### config.mk
export PLATFORM = sky130hd
export DESIGN_NAME = radix_number_converter_core
export DESIGN_NICKNAME = d
export VERILOG_FILES = /design/src/hw/rtl/rnc_pkg.sv /design/src/hw/rtl/rnc_dpath.sv /design/src/hw/rtl/rnc_ctrl.sv /design/src/hw/rtl/radix_number_converter_core.sv
export VERILOG_INCLUDE_DIRS = /design/src /design/src/hw/rtl
export SDC_FILE = /design/constraint.sdc
export NUM_CORES = 2
export LEC_CHECK = 0
export ABC_AREA = 1
export BUFFER_PORTS_ARGS = -buffer_cell sky130_fd_sc_hd__buf_4
export CORE_ASPECT_RATIO = 0.7
export CORE_MARGIN = 2
export CORE_UTILIZATION = 59
export CTS_CLUSTER_DIAMETER = 50
export DETAILED_ROUTE_END_ITERATION = 16
export PLACE_DENSITY = 0.84
export SLEW_MARGIN = 10
export SYNTH_ARGS = -nofsm -noshare
export SYNTH_HDL_FRONTEND = slang
export SYNTH_SLANG_ARGS = --single-unit
### constraint.sdc
create_clock -name clk_i -period 6.5 [get_ports clk_i]
set_input_delay 0.65 -clock clk_i [delete_from_list [all_inputs] [get_ports clk_i]]
set_output_delay 0.65 -clock clk_i [all_outputs]
set_load 0.02 [all_outputs]
### src/hw/rtl/assert_macros.svh
// ----------------------------------------------------------------------------
// Assertion macros
// Shared concurrent assertion forms, clocked on clk_i and disabled in reset.
// ----------------------------------------------------------------------------
`ifndef ASSERT_MACROS_SVH
`define ASSERT_MACROS_SVH

// Property must hold at every clock edge outside reset.
`define ASSERT_CLK(lbl, prop, msg) \
  lbl: assert property (@(posedge clk_i) disable iff (!rst_ni) (prop)) else $error(msg);

// Expression must never be true outside reset.
`define ASSERT_NEVER(lbl, expr, msg) \
  `ASSERT_CLK(lbl, !(expr), msg)

`endif

### src/hw/rtl/rnc_pkg.sv
// ----------------------------------------------------------------------------
// rnc_pkg
// Types, constants and helpers shared by the radix number converter.
// ----------------------------------------------------------------------------
`timescale 1ns / 1ps

package rnc_pkg;

  localparam int unsigned MaxCharsDef  = 13;
  localparam int unsigned FracDigitsDef = 12;
  localparam int unsigned IntW  = 52;
  localparam int unsigned NumW  = 48;
  localparam int unsigned DenW  = 49;
  localparam int unsigned ProdW = 57;
  localparam int unsigned BaseW = 5;
  localparam int unsigned IdivSteps = IntW / 4;
  localparam int unsigned IcntW = $clog2(IntW + 1);

  localparam logic [7:0] ChDot  = 8'h2e;
  localparam logic [7:0] ChZero = 8'h30;
  localparam logic [7:0] ChNine = 8'h39;
  localparam logic [7:0] ChLa   = 8'h61;
  localparam logic [7:0] ChLf   = 8'h66;
  localparam logic [7:0] ChUa   = 8'h41;
  localparam logic [7:0] ChUz   = 8'h5a;

  typedef enum logic {
    REG_SOURCE_BASE = 1'b0,
    REG_TARGET_BASE = 1'b1
  } reg_idx_e;

  typedef enum logic [3:0] {
    S_IDLE, S_POST, S_CHECK, S_ERR, S_IDIV, S_FMUL, S_FDIV, S_IRD, S_IOUT, S_DOT, S_FOUT
  } state_e;

  typedef enum logic [2:0] {
    OSEL_NONE, OSEL_ERR, OSEL_INT, OSEL_DOT, OSEL_FRAC
  } osel_e;

  typedef struct packed {
    logic  absorb;
    logic  den_mul;
    logic  idiv_init;
    logic  idiv_step;
    logic  fmul;
    logic  fstep;
    logic  rd;
    logic  fo_next;
    logic  clear;
    osel_e osel;
  } cmd_t;

  typedef struct packed {
    logic err;
    logic num_zero;
    logic idiv_done;
    logic fdig_end;
    logic frac_done;
    logic int_empty;
    logic nfrac_zero;
    logic fo_last;
  } status_t;

  function automatic logic base_ok(logic [BaseW-1:0] b);
    return (b >= BaseW'(2)) && (b <= BaseW'(16));
  endfunction

  function automatic logic [7:0] digit_char(logic [3:0] d);
    return (d <= 4'd9) ? (ChZero + {4'b0, d}) : (ChLa + {4'b0, d} - 8'd10);
  endfunction

endpackage

### src/hw/rtl/rnc_dpath.sv
// ----------------------------------------------------------------------------
// rnc_dpath
// Value registers, shared multiplier, digit dividers and digit store.
// ----------------------------------------------------------------------------
`timescale 1ns / 1ps

module rnc_dpath #(
  parameter int unsigned MAX_CHARS   = rnc_pkg::MaxCharsDef,
  parameter int unsigned FRAC_DIGITS = rnc_pkg::FracDigitsDef
) (
  input  logic                      clk_i,
  input  logic                      rst_ni,
  input  logic                      cfg_we_i,
  input  logic                      cfg_idx_i,
  input  logic [rnc_pkg::BaseW-1:0] cfg_data_i,
  input  logic [7:0]                in_char_i,
  input  logic                      in_last_i,
  input  rnc_pkg::cmd_t             cmd_i,
  output rnc_pkg::status_t          status_o,
  output logic [7:0]                out_char_o,
  output logic                      out_last_o,
  output logic                      out_bad_o
);

  localparam int unsigned FiW = (FRAC_DIGITS > 1) ? $clog2(FRAC_DIGITS) : 1;
  localparam int unsigned NfW = $clog2(FRAC_DIGITS + 1);
  localparam int unsigned IntW = rnc_pkg::IntW;
  localparam int unsigned NumW = rnc_pkg::NumW;
  localparam int unsigned DenW = rnc_pkg::DenW;
  localparam int unsigned ProdW = rnc_pkg::ProdW;
  localparam int unsigned BaseW = rnc_pkg::BaseW;
  localparam int unsigned IcntW = rnc_pkg::IcntW;

  logic [BaseW-1:0] sb_q, tb_q;
  logic [IntW-1:0]  iv_q, iv_d;
  logic [NumW-1:0]  num_q, num_d;
  logic [DenW-1:0]  den_q, den_d;
  logic [3:0]       cc_q, cc_d;
  logic             dot_q, dot_d, err_q, err_d, pend_q, pend_d;
  logic [IntW-1:0]  w_q, w_d;
  logic [4:0]       r_q, r_d;
  logic [3:0]       step_q, step_d;
  logic [ProdW-4:0] p_q, p_d;
  logic [1:0]       k_q, k_d;
  logic [3:0]       dig_q, dig_d;
  logic [FiW-1:0]   fi_q, fi_d, fo_q, fo_d;
  logic [NfW-1:0]   nfrac_q, nfrac_d;
  logic [IcntW-1:0] icnt_q, icnt_d;
  logic [3:0]       rdata_q;
  logic [3:0]       imem [IntW];
  logic [3:0]       frac_q [FRAC_DIGITS];

  logic [IntW-1:0]  mul_a;
  logic [BaseW-1:0] mul_b;
  logic [ProdW-1:0] prod;
  logic [7:0]       c;
  logic             is_dot, is_num, is_alpha;
  logic [3:0]       d;
  logic [4:0]       rs;
  logic [5:0]       t;
  logic [3:0]       qb;
  logic [ProdW-4:0] dsh;
  logic             fqb;
  logic             idiv_final;

  always_comb begin
    mul_a = cmd_i.den_mul ? IntW'(den_q) :
            (cmd_i.fmul || dot_q) ? IntW'(num_q) : iv_q;
    mul_b = cmd_i.fmul ? tb_q : sb_q;
    prod  = {{(ProdW-IntW){1'b0}}, mul_a} * {{(ProdW-BaseW){1'b0}}, mul_b};
  end

  always_comb begin
    c = in_char_i;
    if (c >= rnc_pkg::ChUa && c <= rnc_pkg::ChUz) begin
      c = c + 8'd32;
    end
    is_dot   = (c == rnc_pkg::ChDot);
    is_num   = (c >= rnc_pkg::ChZero) && (c <= rnc_pkg::ChNine);
    is_alpha = (c >= rnc_pkg::ChLa) && (c <= rnc_pkg::ChLf);
    d = is_num ? 4'(c - rnc_pkg::ChZero) : 4'(c - rnc_pkg::ChLa + 8'd10);
  end

  always_comb begin
    rs = r_q;
    for (int j = 0; j < 4; j++) begin
      t = {rs, w_q[IntW-1-j]};
      if (t >= {1'b0, tb_q}) begin
        rs    = 5'(t - {1'b0, tb_q});
        qb[3-j] = 1'b1;
      end else begin
        rs    = t[4:0];
        qb[3-j] = 1'b0;
      end
    end
  end

  always_comb begin
    dsh = (ProdW-3)'({4'b0, den_q}) << k_q;
    fqb = (p_q >= dsh);
  end

  assign idiv_final = cmd_i.idiv_step && (step_q == 4'(rnc_pkg::IdivSteps - 1));

  always_comb begin
    iv_d = iv_q; num_d = num_q; den_d = den_q; cc_d = cc_q;
    dot_d = dot_q; err_d = err_q; pend_d = pend_q;
    w_d = w_q; r_d = r_q; step_d = step_q; p_d = p_q; k_d = k_q; dig_d = dig_q;
    fi_d = fi_q; fo_d = fo_q; nfrac_d = nfrac_q; icnt_d = icnt_q;
    if (cmd_i.absorb) begin
      if (cc_q < 4'd15) begin
        cc_d = cc_q + 4'd1;
      end
      if (!err_q) begin
        if (cc_d > 4'(MAX_CHARS) || !rnc_pkg::base_ok(sb_q)) begin
          err_d = 1'b1;
        end else if (is_dot) begin
          if (dot_q || cc_q == 4'd0 || in_last_i) begin
            err_d = 1'b1;
          end
          dot_d = 1'b1;
        end else if (!(is_num || is_alpha) || {1'b0, d} >= sb_q) begin
          err_d = 1'b1;
        end else if (dot_q) begin
          num_d  = prod[NumW-1:0] + NumW'(d);
          pend_d = 1'b1;
        end else begin
          iv_d = prod[IntW-1:0] + IntW'(d);
        end
      end
    end
    if (cmd_i.den_mul && pend_q) begin
      den_d  = prod[DenW-1:0];
      pend_d = 1'b0;
    end
    if (cmd_i.idiv_init) begin
      w_d = iv_q; r_d = '0; step_d = '0; icnt_d = '0;
      fi_d = '0; fo_d = '0; nfrac_d = '0;
    end
    if (cmd_i.idiv_step) begin
      w_d = {w_q[IntW-5:0], qb};
      if (idiv_final) begin
        r_d = '0; step_d = '0; icnt_d = icnt_q + IcntW'(1);
      end else begin
        r_d = rs; step_d = step_q + 4'd1;
      end
    end
    if (cmd_i.fmul) begin
      p_d = prod[ProdW-4:0]; k_d = 2'd3; dig_d = '0;
    end
    if (cmd_i.fstep) begin
      dig_d = {dig_q[2:0], fqb};
      k_d   = k_q - 2'd1;
      if (fqb) begin
        p_d = p_q - dsh;
      end
      if (k_q == 2'd0) begin
        num_d = p_d[NumW-1:0];
        if (dig_d != 4'd0) begin
          nfrac_d = NfW'(fi_q) + NfW'(1);
        end
        if (fi_q != FiW'(FRAC_DIGITS - 1)) begin
          fi_d = fi_q + FiW'(1);
        end
      end
    end
    if (cmd_i.rd) begin
      icnt_d = icnt_q - IcntW'(1);
    end
    if (cmd_i.fo_next) begin
      fo_d = fo_q + FiW'(1);
    end
    if (cmd_i.clear) begin
      iv_d = '0; num_d = '0; den_d = DenW'(1); cc_d = '0;
      dot_d = 1'b0; err_d = 1'b0; pend_d = 1'b0;
    end
  end

  always_ff @(posedge clk_i or negedge rst_ni) begin
    if (!rst_ni) begin
      sb_q <= BaseW'(10); tb_q <= BaseW'(2);
      iv_q <= '0; num_q <= '0; den_q <= DenW'(1); cc_q <= '0;
      dot_q <= 1'b0; err_q <= 1'b0; pend_q <= 1'b0;
      step_q <= '0; k_q <= '0; fi_q <= '0; fo_q <= '0; nfrac_q <= '0; icnt_q <= '0;
    end else begin
      if (cfg_we_i) begin
        unique case (rnc_pkg::reg_idx_e'(cfg_idx_i))
          rnc_pkg::REG_SOURCE_BASE: sb_q <= cfg_data_i;
          rnc_pkg::REG_TARGET_BASE: tb_q <= cfg_data_i;
          default: ;
        endcase
      end
      iv_q <= iv_d; num_q <= num_d; den_q <= den_d; cc_q <= cc_d;
      dot_q <= dot_d; err_q <= err_d; pend_q <= pend_d;
      step_q <= step_d; k_q <= k_d; fi_q <= fi_d; fo_q <= fo_d;
      nfrac_q <= nfrac_d; icnt_q <= icnt_d;
    end
  end

  always_ff @(posedge clk_i) begin
    w_q <= w_d; r_q <= r_d; p_q <= p_d; dig_q <= dig_d;
    if (idiv_final) begin
      imem[icnt_q[IcntW-1:0]] <= rs[3:0];
    end
    if (cmd_i.rd) begin
      rdata_q <= imem[icnt_d];
    end
    if (cmd_i.fstep && k_q == 2'd0) begin
      frac_q[fi_q] <= dig_d;
    end
  end

  always_comb begin
    status_o.err        = err_q || !rnc_pkg::base_ok(tb_q);
    status_o.num_zero   = (num_q == '0);
    status_o.idiv_done  = idiv_final && (w_d == '0);
    status_o.fdig_end   = (k_q == 2'd0);
    status_o.frac_done  = (fi_q == FiW'(FRAC_DIGITS - 1));
    status_o.int_empty  = (icnt_q == '0);
    status_o.nfrac_zero = (nfrac_q == '0);
    status_o.fo_last    = ((NfW'(fo_q) + NfW'(1)) == nfrac_q);
  end

  always_comb begin
    out_char_o = 8'd0; out_last_o = 1'b0; out_bad_o = 1'b0;
    unique case (cmd_i.osel)
      rnc_pkg::OSEL_ERR: begin
        out_last_o = 1'b1; out_bad_o = 1'b1;
      end
      rnc_pkg::OSEL_INT: begin
        out_char_o = rnc_pkg::digit_char(rdata_q);
        out_last_o = status_o.int_empty && status_o.nfrac_zero;
      end
      rnc_pkg::OSEL_DOT: out_char_o = rnc_pkg::ChDot;
      rnc_pkg::OSEL_FRAC: begin
        out_char_o = rnc_pkg::digit_char(frac_q[fo_q]);
        out_last_o = status_o.fo_last;
      end
      default: ;
    endcase
  end

endmodule

### src/hw/rtl/rnc_ctrl.sv
// ----------------------------------------------------------------------------
// rnc_ctrl
// Sequencer for absorbing characters and emitting the converted text.
// ----------------------------------------------------------------------------
`timescale 1ns / 1ps
`include "assert_macros.svh"

module rnc_ctrl (
  input  logic             clk_i,
  input  logic             rst_ni,
  input  logic             in_valid_i,
  input  logic             in_last_i,
  output logic             in_ready_o,
  output logic             out_valid_o,
  input  logic             out_ready_i,
  input  rnc_pkg::status_t status_i,
  output rnc_pkg::cmd_t    cmd_o
);

  rnc_pkg::state_e state_q, state_d;
  logic            last_q, last_d;

  always_ff @(posedge clk_i or negedge rst_ni) begin
    if (!rst_ni) begin
      state_q <= rnc_pkg::S_IDLE;
      last_q  <= 1'b0;
    end else begin
      state_q <= state_d;
      last_q  <= last_d;
    end
  end

  always_comb begin
    state_d     = state_q;
    last_d      = last_q;
    cmd_o       = '0;
    cmd_o.osel  = rnc_pkg::OSEL_NONE;
    in_ready_o  = 1'b0;
    out_valid_o = 1'b0;
    unique case (state_q)
      rnc_pkg::S_IDLE: begin
        in_ready_o = 1'b1;
        if (in_valid_i) begin
          cmd_o.absorb = 1'b1;
          last_d  = in_last_i;
          state_d = rnc_pkg::S_POST;
        end
      end
      rnc_pkg::S_POST: begin
        cmd_o.den_mul = 1'b1;
        state_d = last_q ? rnc_pkg::S_CHECK : rnc_pkg::S_IDLE;
      end
      rnc_pkg::S_CHECK: begin
        if (status_i.err) begin
          state_d = rnc_pkg::S_ERR;
        end else begin
          cmd_o.idiv_init = 1'b1;
          state_d = rnc_pkg::S_IDIV;
        end
      end
      rnc_pkg::S_ERR: begin
        out_valid_o = 1'b1;
        cmd_o.osel  = rnc_pkg::OSEL_ERR;
        if (out_ready_i) begin
          cmd_o.clear = 1'b1;
          state_d = rnc_pkg::S_IDLE;
        end
      end
      rnc_pkg::S_IDIV: begin
        cmd_o.idiv_step = 1'b1;
        if (status_i.idiv_done) begin
          state_d = status_i.num_zero ? rnc_pkg::S_IRD : rnc_pkg::S_FMUL;
        end
      end
      rnc_pkg::S_FMUL: begin
        cmd_o.fmul = 1'b1;
        state_d = rnc_pkg::S_FDIV;
      end
      rnc_pkg::S_FDIV: begin
        cmd_o.fstep = 1'b1;
        if (status_i.fdig_end) begin
          state_d = status_i.frac_done ? rnc_pkg::S_IRD : rnc_pkg::S_FMUL;
        end
      end
      rnc_pkg::S_IRD: begin
        cmd_o.rd = 1'b1;
        state_d = rnc_pkg::S_IOUT;
      end
      rnc_pkg::S_IOUT: begin
        out_valid_o = 1'b1;
        cmd_o.osel  = rnc_pkg::OSEL_INT;
        if (out_ready_i) begin
          if (!status_i.int_empty) begin
            state_d = rnc_pkg::S_IRD;
          end else if (status_i.nfrac_zero) begin
            cmd_o.clear = 1'b1;
            state_d = rnc_pkg::S_IDLE;
          end else begin
            state_d = rnc_pkg::S_DOT;
          end
        end
      end
      rnc_pkg::S_DOT: begin
        out_valid_o = 1'b1;
        cmd_o.osel  = rnc_pkg::OSEL_DOT;
        if (out_ready_i) begin
          state_d = rnc_pkg::S_FOUT;
        end
      end
      rnc_pkg::S_FOUT: begin
        out_valid_o = 1'b1;
        cmd_o.osel  = rnc_pkg::OSEL_FRAC;
        if (out_ready_i) begin
          if (status_i.fo_last) begin
            cmd_o.clear = 1'b1;
            state_d = rnc_pkg::S_IDLE;
          end else begin
            cmd_o.fo_next = 1'b1;
          end
        end
      end
      default: state_d = rnc_pkg::S_IDLE;
    endcase
  end

  `ASSERT_NEVER(a_in_out_overlap, in_ready_o && out_valid_o, "input and output active together")
  `ASSERT_CLK(a_clear_idle, cmd_o.clear |=> state_q == rnc_pkg::S_IDLE, "clear not followed by idle")
  `ASSERT_CLK(a_idiv_exit, state_q == rnc_pkg::S_IDIV |=> (state_q == rnc_pkg::S_IDIV || state_q == rnc_pkg::S_IRD || state_q == rnc_pkg::S_FMUL), "bad exit from integer division")

endmodule

### src/hw/rtl/radix_number_converter_core.sv
// ----------------------------------------------------------------------------
// radix_number_converter_core
// Converts a number text between radices, with fractional part.
// ----------------------------------------------------------------------------
// Channel   Direction  Payload
// s_axis    in         tdata = in_char, tlast = in_last
// m_axis    out        tdata = out_char, tlast = out_last, tuser = bad_input
// cfg       in         index 0 source base, index 1 target base
//
// Each character is absorbed first; for a fraction digit the shared multiplier then scales the denominator.
// On the last character each integer digit takes a full pass of the 4-bit-per-cycle divider over the 52-bit value,
// and each of the 12 fraction digits is a multiply followed by four subtract steps.
// Integer digits are read back from the digit memory one at a time, each read followed by its output beat.
// Reset is asynchronous and clears control state; no clearing pass is needed.
// Input is held off while results are being produced or stalled.
`timescale 1ns / 1ps

module radix_number_converter_core #(
  parameter int unsigned MAX_CHARS   = rnc_pkg::MaxCharsDef,
  parameter int unsigned FRAC_DIGITS = rnc_pkg::FracDigitsDef
) (
  input  logic                      clk_i,
  input  logic                      rst_ni,
  input  logic                      cfg_we_i,
  input  logic                      cfg_idx_i,
  input  logic [rnc_pkg::BaseW-1:0] cfg_data_i,
  input  logic                      s_axis_tvalid_i,
  output logic                      s_axis_tready_o,
  input  logic [7:0]                s_axis_tdata_i,  // in_char
  input  logic                      s_axis_tlast_i,
  output logic                      m_axis_tvalid_o,
  input  logic                      m_axis_tready_i,
  output logic [7:0]                m_axis_tdata_o,  // out_char
  output logic                      m_axis_tlast_o,
  output logic                      m_axis_tuser_o   // bad_input
);

  rnc_pkg::cmd_t    cmd;
  rnc_pkg::status_t status;

  rnc_ctrl u_ctrl (
    .clk_i       (clk_i),
    .rst_ni      (rst_ni),
    .in_valid_i  (s_axis_tvalid_i),
    .in_last_i   (s_axis_tlast_i),
    .in_ready_o  (s_axis_tready_o),
    .out_valid_o (m_axis_tvalid_o),
    .out_ready_i (m_axis_tready_i),
    .status_i    (status),
    .cmd_o       (cmd)
  );

  rnc_dpath #(
    .MAX_CHARS   (MAX_CHARS),
    .FRAC_DIGITS (FRAC_DIGITS)
  ) u_dpath (
    .clk_i      (clk_i),
    .rst_ni     (rst_ni),
    .cfg_we_i   (cfg_we_i),
    .cfg_idx_i  (cfg_idx_i),
    .cfg_data_i (cfg_data_i),
    .in_char_i  (s_axis_tdata_i),
    .in_last_i  (s_axis_tlast_i),
    .cmd_i      (cmd),
    .status_o   (status),
    .out_char_o (m_axis_tdata_o),
    .out_last_o (m_axis_tlast_o),
    .out_bad_o  (m_axis_tuser_o)
  );

endmodule

==> results by group <==
Logic synthesis
  • Cells after Synth: 6021
  • #FFs+latches synth: 570
  • Ys Warns: 0
  • Leading area contributor after synthesis: edfxtp_1
  • Synth cell types: 79
  • Average size of a mapped cell: 7.29 um2
  • Syn_nets: 6355
  • Top post-synthesis cells by area: edfxtp_1 18%, nand2_1 12%, dfrtp_1 11%
  • Asr flop ratio synth: 0.342
  • Register area share after synthesis: 0.343
  • Mapped Area: 43900 um2
  • Post-synth top area share: 0.181
  • Synth Flop Type: edfxtp_1
  • Post-synth EDFFs: 265

Placement
  • DP Wirelength: 131 mm
  • Setup slack after placement: -196 ps
  • Area post-placement: 48100 um2
  • GP Congestion: 1.10
  • IO Port Bufs: 30

Floorplan
  • Initial core utilization: 0.597
  • Die height: 232 um
  • Core Region: 73500 um2
  • Die X: 330 um
  • Row cnt: 83
  • # IOs: 32
  • Die area: 76700 um2

Clock tree
  • Clock buffer count from CTS: 60
  • CTS root buf: clkbuf_16
  • Register clock-pin slew on the reported worst setup and hold paths: 70 ps
  • CTS tree: done
  • Worst-Skew Late Latency: 720 ps
  • CTS max path bufs: 3
  • Clk sinks: 570
  • H-tree depth: 2

Setup path
  • CP peak stage delay: 540 ps
  • Max stage delay cell, worst path: fa_1
  • Type of the worst setup path: flop to flop
  • Setup slack, reg-to-reg: 150 ps
  • Most numerous cell on the critical path: nand2_1
  • CP delay by family, top: adder cells
  • CP required: 7070 ps
  • WP data arrival: 6920 ps
  • Reg2reg start: u_ctrl.state_q[0]
  • Critical Path Stages: 33
  • Worst reg-to-reg path cell count: 33
  • Crit. End Element: flop
  • Worst setup SP type: flop
  • Crit path max fanout: 7
  • FF-to-FF End: u_dpath.num_q[47]
  • Crit path launch: u_ctrl.state_q[0]
  • Bufs and invs on worst path: 10

Outcome
  • Status: finished clean

Global route
  • Gr ovfl total: 0
  • Initial antenna violation count: 7
  • GRT Util Overall: 0.434
  • Global-route track usage on met2: 0.576
  • First-pass GRT wire length: 250 mm
  • Largest net degree at the start of global routing: 157
  • GR peak layer: met1
  • GR Layer Usage met1: 0.630
  • Vias in the first global route: 41400
  • M3 GR Usage: 0.184

Routing
  • Avg WL per Cell: 22.9 um
  • Final wirelength: 169 mm
  • Final ANT Viol Nets: 0
  • DRC: 0
  • Vias/cell: 6.09
  • Via Count: 45000
  • Drt initial violations: 6970
  • DRT Pass-1 Iters: 9

Worst hold path
  • Hold Path Class: input pin to flop
  • Worst Hold End: u_dpath.sb_q[3]
  • Hold_sp: cfg_data_i[3]
  • Worst Hold Depth: 3

STA
  • F_max: 0.157 GHz
  • Final Hold Vio Count: 0
  • Unrepaired setup endpoints after global routing: true
  • Worst Max-Slew Pin Slew: 1120 ps
  • Slew Limit Fails: 0
  • Worst setup margin: 150 ps
  • # setup viols final: 0
  • Hold slack: 284 ps
  • Shortest period the worst path allows: 6350 ps
  • Period utilisation layout: 0.977
  • Slew HR: 0.250
  • Final Skew: 87.9 ps

Layout
  • Area Growth Syn to Fin: 16.3%
  • Share of cells above drive strength 1: 0.161
  • Final core occ: 0.695
  • Fill cells: 6055
  • Fin nets: 6698
  • Final Cell Area: 51100 um2

Flow run
  • Max cap viols: 0
cells in the final DEF (no fill, tap or decap), types with 13 or more instances in the layout:
cell type,count
a21oi_1,247
a21oi_2,20
a31oi_1,23
buf_12,24
buf_4,467
clkbuf_16,63
clkinv_1,21
dfrtp_1,190
dfxtp_1,110
edfxtp_1,265
fa_1,153
ha_1,145
ha_4,15
inv_1,831
inv_2,49
nand2_1,1396
nand2_2,73
nand2_4,15
nand3_1,293
nand3_2,13
nand4_1,81
nor2_1,611
nor2_2,76
nor2_4,31
nor3_1,42
nor4_1,19
o211ai_1,141
o21a_1,15
o21ai_0,456
o21ai_1,63
o21ai_2,16
o22ai_1,74
or2_2,89
xnor2_1,37
xor2_1,65
state kept, by name, summed over array words and instances, names as in the netlist, 5 cells and up:
register	cells
u_dpath.iv_q	52
u_dpath.p_q	54
u_dpath.imem	208
u_dpath.num_q	48
u_dpath.tb_q	5
u_dpath.sb_q	5
u_dpath.frac_q	48
u_dpath.icnt_q	6
u_dpath.r_q	5
u_dpath.den_q	49
u_dpath.w_q	52
layer usage:
| layer | up-vias | routed length (um) | share of wire |
|---|---|---|---|
| li1 | 20300 | - | - |
| met1 | 21200 | 69500 | 0.41 |
| met3 | 356 | 28800 | 0.17 |
| met2 | 3201 | 64500 | 0.38 |
| met4 | 10 | 6440 | 0.038 |
| met5 | - | 65 | 0.00038 |
kinds of logic (layout without fill, tap and decap cells):
group,after synthesis,after routing,synth area share
and+or+nand+nor,2782,2782,0.272
AOI/OAI and AO/OA,1129,1129,0.147
buffers and inverters,1110,1504,0.0987
DFF,570,570,0.343
adders and majority gates,314,314,0.116
xor gates and xnor gates,104,104,0.0209
muxes,11,11,0.00254
other,1,3,0.0000854
synthesized netlist by cell type (6+ instances only):
master	instances
nand2_1	1428
buf_2	60
or2_2	89
nor3_2	6
buf_1	11
inv_1	843
clkbuf_1	126
inv_2	41
nor2_1	672
nand3b_1	10
ha_1	160
dfxtp_1	110
o21ai_0	487
nor4_1	20
xor2_1	66
o221ai_1	10
xnor2_1	37
a21o_1	10
edfxtp_1	265
buf_4	11
nand2_2	51
fa_1	154
o21ai_1	46
a31oi_1	23
dfrtp_1	191
o32ai_1	6
nor2_2	32
o22ai_1	74
o21a_1	15
nand4_1	81
nor3_1	45
o21bai_1	8
nand3_2	11
buf_6	6
clkinv_1	8
mux2i_1	10
a211oi_1	7
o211ai_1	141
nor2_4	14
nand3_1	298
a21oi_1	264
worst max path at each step:
stage | slack [ps] | end
2_1_floorplan | 230 | u_dpath.imem[0][0]
3_3_place_gp | -240 | u_dpath.num_q[47]
3_5_place_dp | -200 | u_dpath.num_q[41]
4_1_cts | 2 | u_dpath.num_q[47]
5_1_grt | -130 | u_dpath.num_q[47]
6_report | 150 | u_dpath.num_q[47]
through the flow:
stage,setup TNS [ps],cells
2_1_floorplan,0,6021
3_3_place_gp,-3500,7261
3_5_place_dp,-3050,7261
4_1_cts,0,7375
5_1_grt,-1520,7392
6_report,0,7394
timing repair:
action	in CTS	in global routing
gates resized for setup	7	220
buffers inserted	0	15
hold buffers	1	0
endpoints found under the hold margin	36	0
pin swaps	0	16
setup endpoints to repair	30	295
gates cloned	0	2
cell type report:
type | instances | area [um2] | share of cell area
clock inverter | 39 | 403 | 0.00789
inverter | 893 | 3370 | 0.0660
multi-input combinational | 4341 | 25300 | 0.496
tap | 977 | 1220 | 0.0239
clock buffer | 74 | 1630 | 0.0318
timing repair buffer | 498 | 4080 | 0.0799
antenna | 2 | 5.00 | 0.0000980
sequential | 570 | 15000 | 0.295
worst reg2reg max path: cells and delay by family, from the launching register on:
kind | cells | cell delay, ps
AO/OA/AOI/OAI | 4 | 620
adder cells (fa/ha/maj) | 4 | 2030
buffers and inverters | 10 | 1470
flip-flops | 1 | 390
AND/OR/NAND/NOR | 15 | 1720
Power is left out: the tool's default activity adds up to more than one toggle a clock period on the data nets, which glitch-free logic cannot reach.
